**src/rtl/core/btlv_pkg.sv**
```systemverilog
// shared types and constants for the ber tlv header parser
// no dependencies; every other file in rtl/core except btlv_ifs imports this package
package btlv_pkg;

	// byte masks of the identifier and length octets
	localparam logic [7:0] CLASS_MASK   = 8'hC0;
	localparam logic [7:0] CONS_MASK    = 8'h20;
	localparam logic [7:0] TAG_LOW_MASK = 8'h1F;
	localparam logic [7:0] LOW7_MASK    = 8'h7F;
	localparam logic [7:0] TOP_BIT      = 8'h80;

	localparam logic [3:0] MAX_LEN_OCTETS    = 4'd8;
	localparam logic [3:0] MAX_LEN_CFG_RESET = 4'd8;

	// queue between classifier and parser
	localparam int QUEUE_DEPTH = 2;
	localparam int QPTR_W      = $clog2(QUEUE_DEPTH);
	localparam int QCNT_W      = $clog2(QUEUE_DEPTH + 1);

	localparam logic [2:0] ROLE_TAG     = 3'd0;
	localparam logic [2:0] ROLE_LEN     = 3'd1;
	localparam logic [2:0] ROLE_CONTENT = 3'd2;
	localparam logic [2:0] ROLE_EOC     = 3'd3;
	localparam logic [2:0] ROLE_IGNORED = 3'd4;

	localparam logic [1:0] ERR_NONE      = 2'd0;
	localparam logic [1:0] ERR_TRUNCATED = 2'd1;
	localparam logic [1:0] ERR_LEN_LONG  = 2'd2;
	localparam logic [1:0] ERR_TAG_OVF   = 2'd3;

	typedef enum logic [2:0] {
		PH_TAG     = 3'd0,
		PH_TAGHI   = 3'd1,
		PH_LEN     = 3'd2,
		PH_LENLONG = 3'd3,
		PH_DEF     = 3'd4,
		PH_INDEF   = 3'd5,
		PH_ERR     = 3'd6
	} phase_t;

	// one input byte with its state-independent decode
	typedef struct packed {
		logic [7:0] data_byte;
		logic       last;
		logic [1:0] id_class;
		logic       id_cons;
		logic [4:0] tag_low;
		logic       tag_hi_form;
		logic       is_zero;
		logic       len_short;
		logic       len_indef;
		logic       long_bad;
		logic [3:0] long_cnt;
	} cls_t;

	typedef struct packed {
		logic [2:0]         byte_role;
		logic               header_done;
		logic [1:0]         tag_class;
		logic               is_constructed;
		logic [31:0]        tag_value;
		logic [63:0]        content_length;
		logic               indefinite;
		logic               element_done;
		logic signed [63:0] integer_value;
		logic [1:0]         error_code;
	} res_t;

endpackage

```
**src/rtl/core/btlv_ifs.sv**
```systemverilog
// handshake channels of the ber tlv header parser: byte stream, results, config
// no dependencies
interface btlv_stream_if;
	logic       valid;
	logic       ready;
	logic [7:0] data_byte;
	logic       last_in_buffer;

	modport source (output valid, output data_byte, output last_in_buffer, input ready);
	modport sink (input valid, input data_byte, input last_in_buffer, output ready);
endinterface

interface btlv_result_if;
	logic               valid;
	logic               ready;
	logic [2:0]         byte_role;
	logic               header_done;
	logic [1:0]         tag_class;
	logic               is_constructed;
	logic [31:0]        tag_value;
	logic [63:0]        content_length;
	logic               indefinite;
	logic               element_done;
	logic signed [63:0] integer_value;
	logic [1:0]         error_code;

	modport source (
		output valid, output byte_role, output header_done, output tag_class,
		output is_constructed, output tag_value, output content_length,
		output indefinite, output element_done, output integer_value,
		output error_code, input ready
	);
	modport sink (
		input valid, input byte_role, input header_done, input tag_class,
		input is_constructed, input tag_value, input content_length,
		input indefinite, input element_done, input integer_value,
		input error_code, output ready
	);
endinterface

interface btlv_cfg_if;
	logic       valid;
	logic       ready;
	logic [3:0] max_length_bytes;

	modport source (output valid, output max_length_bytes, input ready);
	modport sink (input valid, input max_length_bytes, output ready);
endinterface

```
**src/rtl/core/btlv_front.sv**
```systemverilog
// front end: accepts stream beats, holds the config register, decodes each byte
// depends on btlv_pkg and btlv_ifs
module btlv_front (
	input  logic            clk,
	input  logic            arst_n,
	btlv_stream_if.sink     stream,
	btlv_cfg_if.sink        cfg,
	input  logic            room,
	output logic            push,
	output btlv_pkg::cls_t  item
);
	import btlv_pkg::*;

	logic [3:0] max_len_q;
	logic [3:0] lim;
	logic [7:0] b;

	always_ff @(posedge clk or negedge arst_n) begin
		if (!arst_n) begin
			max_len_q <= MAX_LEN_CFG_RESET;
		end else if (cfg.valid && cfg.ready) begin
			max_len_q <= cfg.max_length_bytes;
		end
	end

	assign cfg.ready    = 1'b1;
	assign stream.ready = room;
	assign push         = stream.valid && room;

	assign b   = stream.data_byte;
	// counts above eight behave as eight
	assign lim = (max_len_q > MAX_LEN_OCTETS) ? MAX_LEN_OCTETS : max_len_q;

	always_comb begin
		item.data_byte   = b;
		item.last        = stream.last_in_buffer;
		item.id_class    = 2'((b & CLASS_MASK) >> 6);
		item.id_cons     = |(b & CONS_MASK);
		item.tag_low     = 5'(b & TAG_LOW_MASK);
		item.tag_hi_form = (b & TAG_LOW_MASK) == TAG_LOW_MASK;
		item.is_zero     = b == 8'h00;
		item.len_short   = (b & TOP_BIT) == 8'h00;
		item.len_indef   = b == TOP_BIT;
		item.long_bad    = (b & LOW7_MASK) > 8'(lim);
		item.long_cnt    = b[3:0];
	end

endmodule

```
**src/rtl/core/btlv_queue.sv**
```systemverilog
// short fifo of decoded bytes between the front end and the parser
// depends on btlv_pkg
module btlv_queue (
	input  logic           clk,
	input  logic           arst_n,
	input  logic           push,
	input  btlv_pkg::cls_t wr_item,
	output logic           room,
	input  logic           pop,
	output logic           head_valid,
	output btlv_pkg::cls_t head
);
	import btlv_pkg::*;

	cls_t              mem_q [QUEUE_DEPTH];
	logic [QPTR_W-1:0] wr_ptr_q;
	logic [QPTR_W-1:0] rd_ptr_q;
	logic [QCNT_W-1:0] count_q;
	logic              do_pop;

	// room does not look at pop, so out.ready never reaches in.ready
	assign room       = count_q != QCNT_W'(QUEUE_DEPTH);
	assign head_valid = count_q != '0;
	assign head       = mem_q[rd_ptr_q];
	assign do_pop     = pop && head_valid;

	always_ff @(posedge clk) begin
		if (push) begin
			mem_q[wr_ptr_q] <= wr_item;
		end
	end

	always_ff @(posedge clk or negedge arst_n) begin
		if (!arst_n) begin
			wr_ptr_q <= '0;
			rd_ptr_q <= '0;
			count_q  <= '0;
		end else begin
			if (push) begin
				wr_ptr_q <= (wr_ptr_q == QPTR_W'(QUEUE_DEPTH - 1)) ? '0 : wr_ptr_q + 1'b1;
			end
			if (do_pop) begin
				rd_ptr_q <= (rd_ptr_q == QPTR_W'(QUEUE_DEPTH - 1)) ? '0 : rd_ptr_q + 1'b1;
			end
			case ({push, do_pop})
				2'b10:   count_q <= count_q + 1'b1;
				2'b01:   count_q <= count_q - 1'b1;
				default: count_q <= count_q;
			endcase
		end
	end

endmodule

```
**src/rtl/core/btlv_back.sv**
```systemverilog
// back end: tlv parse state machine, one decoded byte per cycle while the result is not stalled, result register
// depends on btlv_pkg
module btlv_back #(
	parameter int TAG_NUMBER_BITS = 32
) (
	input  logic           clk,
	input  logic           arst_n,
	input  logic           head_valid,
	input  btlv_pkg::cls_t head,
	output logic           pop,
	output logic           res_valid,
	output btlv_pkg::res_t res,
	input  logic           res_ready
);
	import btlv_pkg::*;

	typedef struct packed {
		logic [2:0] role;
		logic       hdr;
		logic       done;
		logic [1:0] err;
		logic [1:0] shown_err;
	} step_t;

	phase_t                     phase_q, phase_d;
	logic [1:0]                 class_q, class_d;
	logic                       cons_q, cons_d;
	logic [TAG_NUMBER_BITS-1:0] tag_q, tag_d;
	logic [63:0]                len_q, len_d;
	logic [3:0]                 octs_q, octs_d;
	logic [63:0]                left_q, left_d;
	logic [63:0]                seen_q, seen_d;
	logic [63:0]                int_q, int_d;
	logic                       prev_zero_q, prev_zero_d;
	logic                       indef_q, indef_d;
	logic [1:0]                 latch_q, latch_d;
	step_t                      st;
	res_t                       res_d;
	logic [7:0]                 b;
	logic                       first;

	assign pop   = head_valid && (!res_valid || res_ready);
	assign b     = head.data_byte;
	assign first = seen_q == 64'd0;

	// next state
	always_comb begin
		phase_d     = phase_q;
		class_d     = class_q;
		cons_d      = cons_q;
		tag_d       = tag_q;
		len_d       = len_q;
		octs_d      = octs_q;
		left_d      = left_q;
		seen_d      = seen_q;
		int_d       = int_q;
		prev_zero_d = prev_zero_q;
		indef_d     = indef_q;
		latch_d     = latch_q;
		st          = '{role: ROLE_TAG, hdr: 1'b0, done: 1'b0, err: ERR_NONE,
		                shown_err: ERR_NONE};

		case (phase_q)
			PH_TAG: begin
				class_d = head.id_class;
				cons_d  = head.id_cons;
				if (head.tag_hi_form) begin
					tag_d   = '0;
					phase_d = PH_TAGHI;
				end else begin
					tag_d   = TAG_NUMBER_BITS'(head.tag_low);
					phase_d = PH_LEN;
				end
			end
			PH_TAGHI: begin
				if (tag_q[TAG_NUMBER_BITS-1 -: 7] != 7'd0) begin
					st.err = ERR_TAG_OVF;
				end else begin
					tag_d = {tag_q[TAG_NUMBER_BITS-8:0], b[6:0]};
					if (!b[7]) begin
						phase_d = PH_LEN;
					end
				end
			end
			PH_LEN: begin
				st.role = ROLE_LEN;
				indef_d = 1'b0;
				len_d   = 64'd0;
				if (head.len_short) begin
					len_d  = 64'(b);
					st.hdr = 1'b1;
				end else if (head.len_indef) begin
					indef_d = 1'b1;
					st.hdr  = 1'b1;
				end else if (head.long_bad) begin
					st.err = ERR_LEN_LONG;
				end else begin
					octs_d  = head.long_cnt;
					phase_d = PH_LENLONG;
				end
			end
			PH_LENLONG: begin
				st.role = ROLE_LEN;
				len_d   = {len_q[55:0], b};
				octs_d  = octs_q - 1'b1;
				if (octs_q == 4'd1) begin
					st.hdr = 1'b1;
				end
			end
			PH_DEF: begin
				st.role = ROLE_CONTENT;
				int_d   = first ? {{56{b[7]}}, b} : {int_q[55:0], b};
				seen_d  = seen_q + 64'd1;
				left_d  = left_q - 64'd1;
				if (left_q == 64'd1) begin
					st.done = 1'b1;
				end
			end
			PH_INDEF: begin
				st.role = ROLE_CONTENT;
				if (prev_zero_q) begin
					prev_zero_d = 1'b0;
					if (head.is_zero) begin
						st.role = ROLE_EOC;
						st.done = 1'b1;
					end else begin
						// held zero goes in ahead of this byte
						int_d  = first ? 64'(b) : {int_q[47:0], 8'h00, b};
						seen_d = seen_q + 64'd2;
					end
				end else if (head.is_zero) begin
					prev_zero_d = 1'b1;
				end else begin
					int_d  = first ? {{56{b[7]}}, b} : {int_q[55:0], b};
					seen_d = seen_q + 64'd1;
				end
			end
			default: begin
				st.role = ROLE_IGNORED;
			end
		endcase

		if (st.hdr) begin
			seen_d      = 64'd0;
			int_d       = 64'd0;
			prev_zero_d = 1'b0;
			if (indef_d) begin
				phase_d = PH_INDEF;
			end else if (len_d == 64'd0) begin
				st.done = 1'b1;
			end else begin
				left_d  = len_d;
				phase_d = PH_DEF;
			end
		end
		if (st.done) begin
			phase_d = PH_TAG;
		end
		if (st.err != ERR_NONE) begin
			latch_d = st.err;
			phase_d = PH_ERR;
		end
		if (head.last && phase_d != PH_TAG && phase_d != PH_ERR) begin
			latch_d = ERR_TRUNCATED;
		end
		st.shown_err = latch_d;
		// end of buffer re-arms the parser
		if (head.last) begin
			phase_d     = PH_TAG;
			latch_d     = ERR_NONE;
			prev_zero_d = 1'b0;
		end
	end

	// result fields
	always_comb begin
		res_d                = '0;
		res_d.byte_role      = st.role;
		res_d.header_done    = st.hdr;
		res_d.element_done   = st.done;
		res_d.error_code     = st.shown_err;
		if (st.hdr || st.done) begin
			res_d.tag_class      = class_d;
			res_d.is_constructed = cons_d;
			res_d.tag_value      = 32'(tag_d);
			res_d.indefinite     = indef_d;
		end
		if (st.done) begin
			res_d.content_length = seen_d;
			res_d.integer_value  = int_d;
		end else if (st.hdr && !indef_d) begin
			res_d.content_length = len_d;
		end
	end

	always_ff @(posedge clk or negedge arst_n) begin
		if (!arst_n) begin
			phase_q     <= PH_TAG;
			class_q     <= '0;
			cons_q      <= 1'b0;
			tag_q       <= '0;
			len_q       <= '0;
			octs_q      <= '0;
			left_q      <= '0;
			seen_q      <= '0;
			int_q       <= '0;
			prev_zero_q <= 1'b0;
			indef_q     <= 1'b0;
			latch_q     <= ERR_NONE;
			res_valid   <= 1'b0;
		end else begin
			if (pop) begin
				phase_q     <= phase_d;
				class_q     <= class_d;
				cons_q      <= cons_d;
				tag_q       <= tag_d;
				len_q       <= len_d;
				octs_q      <= octs_d;
				left_q      <= left_d;
				seen_q      <= seen_d;
				int_q       <= int_d;
				prev_zero_q <= prev_zero_d;
				indef_q     <= indef_d;
				latch_q     <= latch_d;
				res_valid   <= 1'b1;
			end else if (res_ready) begin
				res_valid <= 1'b0;
			end
		end
	end

	always_ff @(posedge clk) begin
		if (pop) begin
			res <= res_d;
		end
	end

endmodule

```
**src/rtl/core/ber_tlv_header_parser_top.sv**
```systemverilog
// top level of the ber tlv header parser: front end, byte queue, parser back end
// depends on btlv_pkg, btlv_ifs, btlv_front, btlv_queue and btlv_back
//
// Walks a flat run of BER TLV elements one byte per beat and returns one result
// beat per input beat, in order. Sustained rate is one byte per clock while the
// output is not stalled; a byte's result goes through the queue, then the output
// register. The rate is set by the parser state update, which consumes one decoded
// byte per cycle while the output register is free, from a two-entry queue fed by
// the byte decoder; the queue and the output register let input and output stall
// independently. The user must write the config register (long-form length octet
// limit, reset 8) only while no byte is in flight; the block does not enforce it.
module ber_tlv_header_parser_top #(
	parameter int TAG_NUMBER_BITS = 32
) (
	input logic            clk,
	input logic            arst_n,
	btlv_stream_if.sink    stream,
	btlv_result_if.source  result,
	btlv_cfg_if.sink       cfg
);
	import btlv_pkg::*;

	logic room;
	logic push;
	cls_t item;
	logic pop;
	logic head_valid;
	cls_t head;
	res_t res;

	btlv_front u_front (
		.clk    (clk),
		.arst_n (arst_n),
		.stream (stream),
		.cfg    (cfg),
		.room   (room),
		.push   (push),
		.item   (item)
	);

	btlv_queue u_queue (
		.clk        (clk),
		.arst_n     (arst_n),
		.push       (push),
		.wr_item    (item),
		.room       (room),
		.pop        (pop),
		.head_valid (head_valid),
		.head       (head)
	);

	btlv_back #(
		.TAG_NUMBER_BITS (TAG_NUMBER_BITS)
	) u_back (
		.clk        (clk),
		.arst_n     (arst_n),
		.head_valid (head_valid),
		.head       (head),
		.pop        (pop),
		.res_valid  (result.valid),
		.res        (res),
		.res_ready  (result.ready)
	);

	assign result.byte_role      = res.byte_role;
	assign result.header_done    = res.header_done;
	assign result.tag_class      = res.tag_class;
	assign result.is_constructed = res.is_constructed;
	assign result.tag_value      = res.tag_value;
	assign result.content_length = res.content_length;
	assign result.indefinite     = res.indefinite;
	assign result.element_done   = res.element_done;
	assign result.integer_value  = res.integer_value;
	assign result.error_code     = res.error_code;

endmodule

```
**src/flat_wrapper.sv**
```systemverilog
// flat-port wrapper written by rule: the top's interface ports become plain ports
module ber_tlv_header_parser_top_flat import btlv_pkg::*;
#(
	parameter int TAG_NUMBER_BITS = 32
)
  (clk, arst_n, stream_valid, stream_data_byte, stream_last_in_buffer, stream_ready, result_valid, result_byte_role, result_header_done, result_tag_class, result_is_constructed, result_tag_value, result_content_length, result_indefinite, result_element_done, result_integer_value, result_error_code, result_ready, cfg_valid, cfg_max_length_bytes, cfg_ready);
  btlv_stream_if stream_i ();
  btlv_result_if result_i ();
  btlv_cfg_if cfg_i ();
  input logic clk;
  input logic arst_n;
  input wire logic [$bits(stream_i.valid)-1:0] stream_valid;
  input wire logic [$bits(stream_i.data_byte)-1:0] stream_data_byte;
  input wire logic [$bits(stream_i.last_in_buffer)-1:0] stream_last_in_buffer;
  output wire logic [$bits(stream_i.ready)-1:0] stream_ready;
  output wire logic [$bits(result_i.valid)-1:0] result_valid;
  output wire logic [$bits(result_i.byte_role)-1:0] result_byte_role;
  output wire logic [$bits(result_i.header_done)-1:0] result_header_done;
  output wire logic [$bits(result_i.tag_class)-1:0] result_tag_class;
  output wire logic [$bits(result_i.is_constructed)-1:0] result_is_constructed;
  output wire logic [$bits(result_i.tag_value)-1:0] result_tag_value;
  output wire logic [$bits(result_i.content_length)-1:0] result_content_length;
  output wire logic [$bits(result_i.indefinite)-1:0] result_indefinite;
  output wire logic [$bits(result_i.element_done)-1:0] result_element_done;
  output wire logic [$bits(result_i.integer_value)-1:0] result_integer_value;
  output wire logic [$bits(result_i.error_code)-1:0] result_error_code;
  input wire logic [$bits(result_i.ready)-1:0] result_ready;
  input wire logic [$bits(cfg_i.valid)-1:0] cfg_valid;
  input wire logic [$bits(cfg_i.max_length_bytes)-1:0] cfg_max_length_bytes;
  output wire logic [$bits(cfg_i.ready)-1:0] cfg_ready;
  assign stream_i.valid = stream_valid;
  assign stream_i.data_byte = stream_data_byte;
  assign stream_i.last_in_buffer = stream_last_in_buffer;
  assign stream_ready = stream_i.ready;
  assign result_valid = result_i.valid;
  assign result_byte_role = result_i.byte_role;
  assign result_header_done = result_i.header_done;
  assign result_tag_class = result_i.tag_class;
  assign result_is_constructed = result_i.is_constructed;
  assign result_tag_value = result_i.tag_value;
  assign result_content_length = result_i.content_length;
  assign result_indefinite = result_i.indefinite;
  assign result_element_done = result_i.element_done;
  assign result_integer_value = result_i.integer_value;
  assign result_error_code = result_i.error_code;
  assign result_i.ready = result_ready;
  assign cfg_i.valid = cfg_valid;
  assign cfg_i.max_length_bytes = cfg_max_length_bytes;
  assign cfg_ready = cfg_i.ready;
  ber_tlv_header_parser_top #(.TAG_NUMBER_BITS(TAG_NUMBER_BITS)) u_core (.clk(clk), .arst_n(arst_n), .stream(stream_i), .result(result_i), .cfg(cfg_i));
endmodule
```
**config.mk**
```make
export PLATFORM = sky130hd
export DESIGN_NAME = ber_tlv_header_parser_top_flat
export DESIGN_NICKNAME = d
export VERILOG_FILES = /design/src/rtl/core/btlv_pkg.sv /design/src/rtl/core/btlv_ifs.sv /design/src/rtl/core/btlv_front.sv /design/src/rtl/core/btlv_queue.sv /design/src/rtl/core/btlv_back.sv /design/src/rtl/core/ber_tlv_header_parser_top.sv /design/src/flat_wrapper.sv
export SDC_FILE = /design/constraint.sdc
export NUM_CORES = 1
export LEC_CHECK = 0
export ABC_AREA = 1
export BUFFER_PORTS_ARGS = -buffer_cell sky130_fd_sc_hd__buf_4
export CELL_PAD_IN_SITES_DETAIL_PLACEMENT = 1
export CELL_PAD_IN_SITES_GLOBAL_PLACEMENT = 1
export CORE_MARGIN = 10
export CORE_UTILIZATION = 46
export CTS_CLUSTER_SIZE = 16
export DETAILED_ROUTE_END_ITERATION = 16
export GPL_TIMING_DRIVEN = 1
export PLACE_DENSITY_LB_ADDON = 0.1
export SYNTH_ARGS = -nofsm -noshare
export SYNTH_HDL_FRONTEND = slang
export SYNTH_SLANG_ARGS = --single-unit
```
**constraint.sdc**
```tcl
create_clock -name clk -period 8.6 [get_ports clk]
set_clock_uncertainty 0.05 [all_clocks]
set_input_delay 1.72 -clock clk [delete_from_list [all_inputs] [get_ports clk]]
set_output_delay 1.72 -clock clk [all_outputs]
set_load 0.02 [all_outputs]
```
# [Yosys cells after proc, flatten, opt, wreduce, memory -nomap -nowiden]
# Memories as Yosys holds them, arrays and structs flattened.
# Cells that the tools add are included.
[word_totals] reg_bits=482 latchBits=0 ram_bits=52 rom_bits=0 in_bits=18 output_inout_bits=174 word_cells=159 memories=1
[op_classes] add_sub_neg=8 mul=0 div=0 magnitude_cmp=2 n_eq_ne=16 shift=0 n_mux=78 bitwise=0 n_reduce_logical=27
[mem_list] name="u_core.u_queue.mem_q" depth=2 width=26 read_ports=1 rd_clocked_by_memory_dff=0 write_ports=1 line_no="btlv_queue.sv:15" rtl="cls_t mem_q [QUEUE_DEPTH];"
[op_table] operator="two-way mux 64 bit" n=16
[op_table] operator="case mux 64 bit (2 select lines)" n=3
[op_table] operator="logical NOT 64 bit" n=2
[op_table] operator="adder 64 x 1 -> 64 bit, second input constant" n=1
[op_table] operator="adder 64 x 2 -> 64 bit, second input constant" n=1
[op_table] operator="== test 64 x 1 -> 1 bit, second input constant" n=1
[op_table] operator="case mux 32 bit (2 select lines)" n=1
[op_table] operator="subtractor 64 x 1 -> 64 bit, second input constant" n=1
[op_table] operator="two-way mux 3 bit" n=11
[op_table] operator="two-way mux 32 bit" n=1
[op_table] operator="two-way mux 1 bit" n=24
[op_table] operator="two-way mux 2 bit" n=9
[op_table] operator="logical NOT 8 bit" n=2
[op_table] operator="two-way mux 4 bit" n=4
[op_table] operator="case mux 3 bit (4 select lines)" n=1
[op_table] operator="nonzero test 2 bit" n=5
[op_table] operator="case mux 3 bit (3 select lines)" n=1
[op_table] operator="== test 8 bit, second input constant" n=1
[op_table] operator="two-way mux 8 bit" n=1
[op_table] operator="inequality test 2 bit, second input constant" n=4
[op_table] operator="case mux 2 bit (2 select lines)" n=2
[op_table] operator="case mux 4 bit (2 select lines)" n=1
[op_table] operator="> comparator 7 x 4 -> 1 bit" n=1
[op_table] operator="nonzero test 7 bit" n=1
[op_table] operator="other kinds (23)" n=36

# [Depth between registers and ports, before layout]
# Gate-level depths: netlist of the first run.
# An unclocked memory read counts as a cell.
[depth] word_depth=15 depth_mapped=20

# [Modules after synthesis]
# A second synthesis of the first run with hierarchy kept.
[hier_totals] cells_unflattened=4222 hier_area_um2=31824.3
[by_module_without_submodules] module="btlv_back" n_inst=1 cells_each=3981 area_each_um2=29145.5 seq_area_each_um2=12717.2
[by_module_without_submodules] module="btlv_queue" n_inst=1 cells_each=164 area_each_um2=2148.3 seq_area_each_um2=1661.6
[by_module_without_submodules] module="btlv_front" n_inst=1 cells_each=77 area_each_um2=530.5 seq_area_each_um2=101.3

# [Worst setup path after synthesis of the first run]
# Ideal clock, no wire load.
[synth_timing] kind="input port to flip-flop" from="input port result_ready" to="register u_core.u_queue.count_q[1]" setup_ns=0.131 arrival_time_ns=8.426 t_required_ns=8.419 path_slack_ns=-0.006 stages=8 path_cell_list="nor2_1 -> a21oi_1 -> clkbuf_1 -> buf_1 -> ha_1 -> a21oi_1 -> o21ai_0 -> xor2_1"
[synth_via] elab_chain_cells=5
[synth_rtl] item="start, declared" line_no="flat_wrapper.sv:27" rtl="input wire logic [$bits(result_i.ready)-1:0] result_ready;"
[synth_rtl] item="logical OR 1 bit *" line_no="btlv_back.sv:42" rtl="assign pop = head_valid && (!res_valid || res_ready);"
[synth_rtl] item="logical AND 1 bit *" line_no="btlv_back.sv:42"
[synth_rtl] item="net u_core.pop" line_no="ber_tlv_header_parser_top.sv:26" rtl="logic pop;"
[synth_rtl] item="logical AND 1 bit *" line_no="btlv_queue.sv:25" rtl="assign do_pop = pop && head_valid;"
[synth_rtl] item="== test 2 x 1 -> 1 bit / == test 2 bit (equally long branches)" line_no="btlv_queue.sv:45" rtl="case ({push, do_pop})"
[synth_rtl] item="case mux 2 bit (2 select lines) / nonzero test 2 bit (equally long branches)"
[synth_rtl] item="end signal, assigned" line_no="btlv_queue.sv:46" rtl="2'b10: count_q <= count_q + 1'b1;"
[synth_rtl] item="end signal, assigned" line_no="btlv_queue.sv:47" rtl="2'b01: count_q <= count_q - 1'b1;"
[synth_rtl] item="end signal, assigned" line_no="btlv_queue.sv:48" rtl="default: count_q <= count_q;"
[synth_rtl] item="end, declared" line_no="btlv_queue.sv:18" rtl="logic [QCNT_W-1:0] count_q;"
# The timed path passes the listed nets; every way through them passes the cells marked *.
# A chain may end at the register's enable or synchronous reset.

# [Final worst setup path of the first run]
[layout_timing] from="register u_core.u_back.phase_q[2]" to="register u_core.u_back.left_q[36]"
[layout_via] elab_chain_cells=6
[layout_rtl] item="start, declared" line_no="btlv_back.sv:25" rtl="phase_t phase_q, phase_d;"
[layout_rtl] item="start signal, assigned" line_no="btlv_back.sv:213" rtl="phase_q <= phase_d;"
[layout_rtl] item="== test 3 x 2 -> 1 bit" line_no="btlv_back.sv:63" rtl="case (phase_q)"
[layout_rtl] item="case mux 64 bit (2 select lines)" line_no="btlv_back.sv:63"
[layout_rtl] item="logical NOT 64 bit" line_no="btlv_back.sv:149" rtl="end else if (len_d == 64'd0) begin"
[layout_rtl] item="two-way mux 64 bit" line_no="btlv_back.sv:149"
[layout_rtl] item="two-way mux 64 bit" line_no="btlv_back.sv:147" rtl="if (indef_d) begin"
[layout_rtl] item="two-way mux 64 bit *" line_no="btlv_back.sv:143" rtl="if (st.hdr) begin"
[layout_rtl] item="end signal, assigned" line_no="btlv_back.sv:219" rtl="left_q <= left_d;"
[layout_rtl] item="end, declared" line_no="btlv_back.sv:31" rtl="logic [63:0] left_q, left_d;"
# Mark *: on every way between the ends. The rest lies on a longest branch, timed or not.

==> summary.txt, run 1 <==
CTS
  – Total CTS buffers: 58
  – CTS tree: yes
  – Worst-Skew Late Latency: 0.65 ns
  – Root buf cell: clkbuf_16
  – Clk slew on worst S/H paths: 0.06 ns
  – Clk buf depth: 3
  – Post-CTS setup buffers: 0
  – CTS resizes: 0
  – H-Tree Level Count: 2
  – CTS Hold Buffers Added: 0
  – # clock sinks: 510

Setup path
  – Slowest stage delay, CP: 0.96 ns
  – CP Class: flop to flop
  – CP bufs+invs: 5
  – CP Launch Type: flop
  – Max Fanout on Critical Path: 118
  – Worst-path cell chain: inv_2 > buf_4 > nand3_1 > inv_2 > nand2_1 > nand2_2 > buf_4 > nand2_1 > inv_2 > nand2_4 > a31oi_1 > o21ai_0 > nand2_1
  – Family with the most delay on the worst path: buffers and inverters
  – R2R cell count: 13
  – CP max stage cell: inv_2
  – CP required: 9.13 ns
  – Crit. End Element: flop
  – Reg2reg end: u_core.u_back.left_q[36]
  – Critical R2R Launch: u_core.u_back.phase_q[2]
  – R2r setup slk: 2.84 ns
  – Worst path arrival time: 6.29 ns

Synthesis
  – Post-Syn Area: 0.0312 mm²
  – Yosys warnings: 0
  – Syn Nets: 4303
  – EDFF count, synth: 199
  – Register bit total from synthesis: 510
  – Syn_area_per_cell: 7.31 µm²
  – Primary FF master, synth: dfrtp_1
  – Part of the Yosys area used for sequential elements: 0.440
  – Yosys cell types: 55
  – Cells after Synth: 4273
  – Asr flop ratio synth: 0.610

STA
  – Relative slew slack: 0.161
  – Least-Margin Pin Slew: 1.26 ns
  – Final hold violation count: 0
  – Final Max Slew Viols: 0
  – Final setup viols: 0
  – Fin crit share: 0.670
  – Period minus WS final: 5.76 ns
  – Fmax: 174 MHz
  – Setup TNS: 0 ns
  – RSZ-0062 raised after global routing: false

Power
  – Sw Ratio: 0.488
  – Leakage: 0.0152 µW
  – Combinational fraction of design power: 0.469
  – Switching pwr: 6560 µW
  – Flop pwr share: 0.330
  – Total power: 13400 µW
  – Peak VDD IR: 0.214 mV
  – Clock power frac: 0.201
  – PD cells: 384 mW/mm²
  – Internal Power: 6870 µW

Hold path
  – HP Start: u_core.u_back.int_q[62]
  – Worst Hold End: u_core.u_back.int_q[62]
  – Type of the worst min-delay path: flop to flop
  – WHS Path Cells: 2

Place
  – Final GP Congestion: 0.952
  – Detail Placement HPWL: 88.2 mm
  – Port bufs: 190

Routing
  – Wire per inst: 24.1 µm
  – DRT iter0 DRCs: 2806
  – Via count: 31500
  – Detail Route Antenna Nets: 0
  – Drt drc: 0
  – DRT Pass-1 Iters: 6
  – DRT Wirelength: 126 mm
  – Number of vias per cell: 6.04

Flow run
  – Max-cap violations: 0

Final layout
  – Filler instances: 8517
  – P&R area growth vs syn: 12.1%
  – Most frequent cells in the layout: nand2_1 (1056), o21ai_0 (484), inv_1 (429)
  – Ant. Diodes: 0
  – Fraction of layout cells with a size suffix above 1: 0.0925
  – Most common cell after layout, fill and taps aside: nand2_1
  – Final #Nets: 4326

Floorplan
  – Std cell rows: 95
  – Die area: 0.0787 mm²
  – Starting Density: 0.464
  – Area of the core: 0.0673 mm²
  – Die Height: 281 µm
  – I/O pin total: 192
  – Chip Width: 281 µm

Status
  – Status: finished, final reports clean

Global routing
  – Vias in the first global route: 31200
  – Global route overflow: 0
  – Overall routing resource usage: 0.311
  – Initial antenna violation count: 3
  – First-pass GRT wire length: 192 mm
  – Pin count of the biggest net entering global routing: 139
state kept, by name, summed over array words and instances (netlist names):
name / count
u_core.u_back.class_q: 2
u_core.u_queue.rd_ptr_q: 1
u_core.u_queue.wr_ptr_q: 1
u_core.u_back.prev_zero_q: 1
u_core.u_queue.count_q: 2
u_core.u_back.int_q: 64
u_core.u_back.len_q: 64
u_core.u_queue.mem_q: 28
u_core.u_back.indef_q: 1
u_core.u_back.left_q: 64
u_core.u_back.cons_q: 1
u_core.u_back.octs_q: 4
u_core.u_back.res_valid: 1
u_core.u_back.res: 171
u_core.u_back.latch_q: 2
u_core.u_back.seen_q: 64
u_core.u_back.phase_q: 3
u_core.u_front.max_len_q: 4
u_core.u_back.tag_q: 32
worst min-delay path: stages, from the launching register on:
cell	delay, ns
dfrtp_1	0.34
nand2_1	0.05
nand2_1	0.05
layout make-up:
class | count | area (µm²) | share of cell area
Clock inverter | 38 | 502 | 0.0143
Clock buffer | 72 | 1560 | 0.0447
Inverter | 452 | 1710 | 0.0487
Sequential cell | 510 | 13800 | 0.393
Tap cell | 873 | 1090 | 0.0312
Timing Repair Buffer | 227 | 1720 | 0.0492
Multi-Input combinational cell | 3047 | 14700 | 0.419
routing by layer:
metal  vias up  GRT usage  wire length, µm
met5         -          0               33
met4         4      0.125             5390
met3       229     0.0494             9050
met2      1181      0.501            57900
met1     15800      0.414            53300
li1      14300          -                -
worst max-delay path by stage:
stage | endpoint | slack [ns] | from | depth (start not counted)
after floorplan | u_core.u_queue.count_q[1] | 0.47 | result_ready | 8
after global placement | u_core.u_back.left_q[13] | 3.23 | u_core.u_back.phase_q[2] | 13
after detailed placement | u_core.u_back.left_q[36] | 3.13 | u_core.u_back.phase_q[2] | 13
after CTS | u_core.u_back.left_q[13] | 3.09 | u_core.u_back.phase_q[2] | 13
after global routing | u_core.u_back.left_q[60] | 2.56 | u_core.u_back.phase_q[2] | 14
final | u_core.u_back.left_q[36] | 2.84 | u_core.u_back.phase_q[2] | 13
synthesized netlist by cell type (59+ instances only):
| cell | instances | area, µm² |
|---|---|---|
| nor2_1 | 393 | 1480 |
| dfrtp_1 | 310 | 7760 |
| a21oi_1 | 175 | 876 |
| o22ai_1 | 73 | 457 |
| edfxtp_1 | 199 | 5980 |
| nand4_1 | 121 | 757 |
| xor2_1 | 95 | 832 |
| o21ai_0 | 484 | 2420 |
| inv_1 | 431 | 1620 |
| clkbuf_1 | 164 | 616 |
| o211ai_1 | 70 | 526 |
| nand2_1 | 1057 | 3970 |
| nor3_1 | 81 | 405 |
| o21ai_1 | 59 | 295 |
| nand3_1 | 304 | 1520 |
power groups by stage:
stage	registers, µW	clock network, µW	logic [µW]
3_3_place_gp	4410	0	6050
4_1_cts	4400	2730	6250
6_report	4430	2710	6300
3_5_place_dp	4420	0	6200
2_1_floorplan	4500	0	3790
5_1_grt	4520	2830	6890
through the flow:
step           hold WS [ns]  std cells  cell area [µm²]   util  setup WS [ns]
2_1_floorplan         0.397       4273            31200      -          0.471
3_3_place_gp          0.413       5109            33000  0.490           3.23
3_5_place_dp          0.416       5109            33000  0.490           3.13
4_1_cts               0.432       5219            35000  0.521           3.09
5_1_grt               0.463       5219            35000  0.521           2.56
6_report              0.430       5219            35000  0.521           2.84
logic make-up after synthesis:
family	count (synthesis)	synth area share
compound gates	912	0.158
other cells	1	0.000120
mux	10	0.00360
buf+inv	716	0.0910
xor+xnor	100	0.0280
flops	510	0.440
fa+ha+maj	12	0.00481
simple gates	2012	0.274
Power figures use the tool's default switching activity.
==> run 2: changes to the inputs <==
==> constraint.sdc (replaced) <==
create_clock -name clk -period 6 [get_ports clk]
set_clock_uncertainty 0.05 [all_clocks]
set_input_delay 1.2 -clock clk [delete_from_list [all_inputs] [get_ports clk]]
set_output_delay 1.2 -clock clk [all_outputs]
set_load 0.02 [all_outputs]
==> run 2 against run 1 <==
Fmax up 25%. Sequential share of layout area up 0.063 points. Power up 41%. Register-to-register slack worse by 1.4 ns. Utilization down 0.084 points. Flip-flop and latch count unchanged. Global-route usage down 0.11 points. Non-clock buffer count up 6. Combinational power up 41%. Cell count up 0.13%. Die area unchanged.
==> summary.txt, run 2 (synthesized netlist as in run 1, its figures left out) <==
Status
  – Status: finished, final reports clean (unchanged)

Routing
  – Number of vias per cell: 5.99 (was 6.04)
  – Drt drc: 0 (unchanged)
  – Detail Route Antenna Nets: 0 (unchanged)
  – DRT Pass-1 Iters: 6 (unchanged)
  – DRT Wirelength: 124 mm (was 126 mm)
  – DRT iter0 DRCs: 2916 (was 2806)
  – Wire per inst: 23.8 µm (was 24.1 µm)
  – Via count: 31300 (was 31500)

Floorplan
  – Std cell rows: 95 (unchanged)
  – Die Height: 281 µm (unchanged)
  – Die area: 0.0787 mm² (unchanged)
  – I/O pin total: 192 (unchanged)
  – Chip Width: 281 µm (unchanged)
  – Starting Density: 0.464 (unchanged)
  – Area of the core: 0.0673 mm² (unchanged)

Final layout
  – Post-Layout Inst Area: 0.0350 mm² (about the same)
  – P&R area growth vs syn: 11.9% (was 12.1%)
  – Filler instances: 8548 (was 8517)
  – Fraction of layout cells with a size suffix above 1: 0.0924 (was 0.0925)
  – Max FFs per register: 171 (unchanged)
  – Most frequent cells in the layout: nand2_1 (1056), o21ai_0 (484), inv_1 (429) (unchanged)
  – Final #Nets: 4333 (was 4326)
  – Final cell count without fillers: 5226 (was 5219)
  – Largest Register: u_core.u_back.res (unchanged)
  – Most common cell after layout, fill and taps aside: nand2_1 (unchanged)
  – Ant. Diodes: 0 (unchanged)

Power
  – Switching pwr: 9340 µW (was 6560 µW)
  – Peak VDD IR: 0.321 mV (was 0.214 mV)
  – Sw Ratio: 0.491 (was 0.488)
  – PD cells: 544 mW/mm² (was 384 mW/mm²)
  – Leakage: 0.0152 µW (about the same)
  – Internal Power: 9660 µW (was 6870 µW)
  – Total power: 19000 µW (was 13400 µW)
  – Flop pwr share: 0.339 (was 0.330)
  – Combinational fraction of design power: 0.469 (about the same)
  – Clock power frac: 0.192 (was 0.201)

CTS
  – H-Tree Level Count: 2 (unchanged)
  – Post-CTS setup buffers: 0 (unchanged)
  – CTS resizes: 0 (unchanged)
  – CTS tree: yes (unchanged)
  – CTS Hold Buffers Added: 0 (unchanged)
  – Clk slew on worst S/H paths: 0.06 ns (about the same)
  – Total CTS buffers: 59 (was 58)
  – Clk buf depth: 3 (unchanged)
  – Root buf cell: clkbuf_16 (unchanged)
  – Worst-Skew Late Latency: 0.66 ns (was 0.65 ns)
  – # clock sinks: 510 (unchanged)

STA
  – Final setup viols: 0 (unchanged)
  – Final hold violation count: 0 (unchanged)
  – Period minus WS final: 4.59 ns (was 5.76 ns)
  – Setup TNS: 0 ns (unchanged)
  – Final Max Slew Viols: 0 (unchanged)
  – Hold slack final: 0.431 ns (was 0.430 ns)
  – Relative slew slack: 0.272 (was 0.161)
  – Fmax: 218 MHz (was 174 MHz)
  – Least-Margin Pin Slew: 1.08 ns (was 1.26 ns)
  – Fin crit share: 0.765 (was 0.670)
  – RSZ-0062 raised after global routing: false (unchanged)

Setup path
  – Max Fanout on Critical Path: 82 (was 118)
  – Number of stages on the worst setup path: 15 (was 13)
  – CP Class: flop to flop (unchanged)
  – Critical R2R Launch: u_core.u_back.phase_q[2] (unchanged)
  – Reg2reg end: u_core.u_back.left_q[52] (was u_core.u_back.left_q[36])
  – Crit. End Element: flop (unchanged)
  – CP required: 6.45 ns (was 9.13 ns)
  – Slowest stage delay, CP: 0.76 ns (was 0.96 ns)
  – R2r setup slk: 1.41 ns (was 2.84 ns)
  – CP bufs+invs: 7 (was 5)
  – Worst-path cell chain: inv_2 > buf_4 > nand3_1 > inv_2 > nand2_1 > o22ai_1 > inv_1 > nand2_1 > buf_4 > inv_2 > nand2_4 > buf_4 > a31oi_1 > o21ai_0 > o21ai_0 (was inv_2 > buf_4 > nand3_1 > inv_2 > nand2_1 > nand2_2 > buf_4 > nand2_1 > inv_2 > nand2_4 > a31oi_1 > o21ai_0 > nand2_1)
  – CP max stage cell: nand2_4 (was inv_2)
  – Worst path arrival time: 5.04 ns (was 6.29 ns)
  – Family with the most delay on the worst path: buffers and inverters (unchanged)
  – Critical path launch point: u_core.u_back.phase_q[2] (unchanged)
  – R2R cell count: 15 (was 13)
  – CP Launch Type: flop (unchanged)

Hold path
  – HP Start: u_core.u_back.int_q[60] (was u_core.u_back.int_q[62])
  – WHS Path Cells: 2 (unchanged)
  – Worst Hold End: u_core.u_back.int_q[60] (was u_core.u_back.int_q[62])
  – Type of the worst min-delay path: flop to flop (unchanged)

Place
  – Detail Placement HPWL: 87.7 mm (was 88.2 mm)
  – Placed cells: 5115 (was 5109)
  – Final GP Congestion: 0.967 (was 0.952)
  – DP Area: 0.0330 mm² (about the same)
  – Port bufs: 190 (unchanged)

Flow run
  – Max-cap violations: 0 (unchanged)

Global routing
  – Global route overflow: 0 (unchanged)
  – Overall routing resource usage: 0.310 (was 0.311)
  – First-pass GRT wire length: 192 mm (about the same)
  – Vias in the first global route: 31500 (was 31200)
  – Pin count of the biggest net entering global routing: 216 (was 139)
  – Initial antenna violation count: 1 (was 3)
run 2: tightest hold or removal path, delay by kind of cell (launching register included):
kind / cells / cell delay [ns]
flip-flops: 1 / 0.34
AND/OR/NAND/NOR: 2 / 0.11
run 2: worst max-delay path by stage:
stage	to	slack (ns)
after floorplan	u_core.u_queue.count_q[1]	0.60
after global placement	u_core.u_back.left_q[52]	1.60
after detailed placement	u_core.u_back.left_q[40]	1.47
after CTS	u_core.u_back.left_q[52]	1.44
after global routing	u_core.u_back.left_q[52]	0.98
final	u_core.u_back.left_q[52]	1.41
run 2: metal layers:
| layer | share of wire | up-vias | track usage |
|---|---|---|---|
| li1 | - | 14300 | - |
| met1 | 0.42 | 15600 | 0.416 |
| met2 | 0.46 | 1174 | 0.494 |
| met3 | 0.077 | 225 | 0.0555 |
| met4 | 0.038 | 2 | 0.115 |
| met5 | 0.00010 | - | 0 |
run 2: area by class of cell:
| class | instances | area [µm²] | share of cell area |
|---|---|---|---|
| Inverter | 452 | 1710 | 0.0488 |
| Clock buffer | 79 | 1610 | 0.0461 |
| Tap cell | 873 | 1090 | 0.0312 |
| Clock inverter | 32 | 315 | 0.00902 |
| Timing Repair Buffer | 233 | 1810 | 0.0517 |
| Sequential cell | 510 | 13800 | 0.394 |
| Multi-Input combinational cell | 3047 | 14700 | 0.420 |
run 2: power by group through the flow:
stage | logic (µW) | clock network [µW] | registers, µW
after floorplan | 5430 | 0 | 6380
after global placement | 8580 | 0 | 6400
after detailed placement | 8800 | 0 | 6410
after CTS | 8870 | 3690 | 6400
after global routing | 9790 | 3820 | 6570
final | 8910 | 3660 | 6440
run 2: stage by stage:
| step | util | setup WS [ns] |
|---|---|---|
| 3_5_place_dp | 0.491 | 1.47 |
| 4_1_cts | 0.520 | 1.44 |
| 2_1_floorplan | - | 0.598 |
| 3_3_place_gp | 0.491 | 1.60 |
| 6_report | 0.520 | 1.41 |
| 5_1_grt | 0.520 | 0.981 |
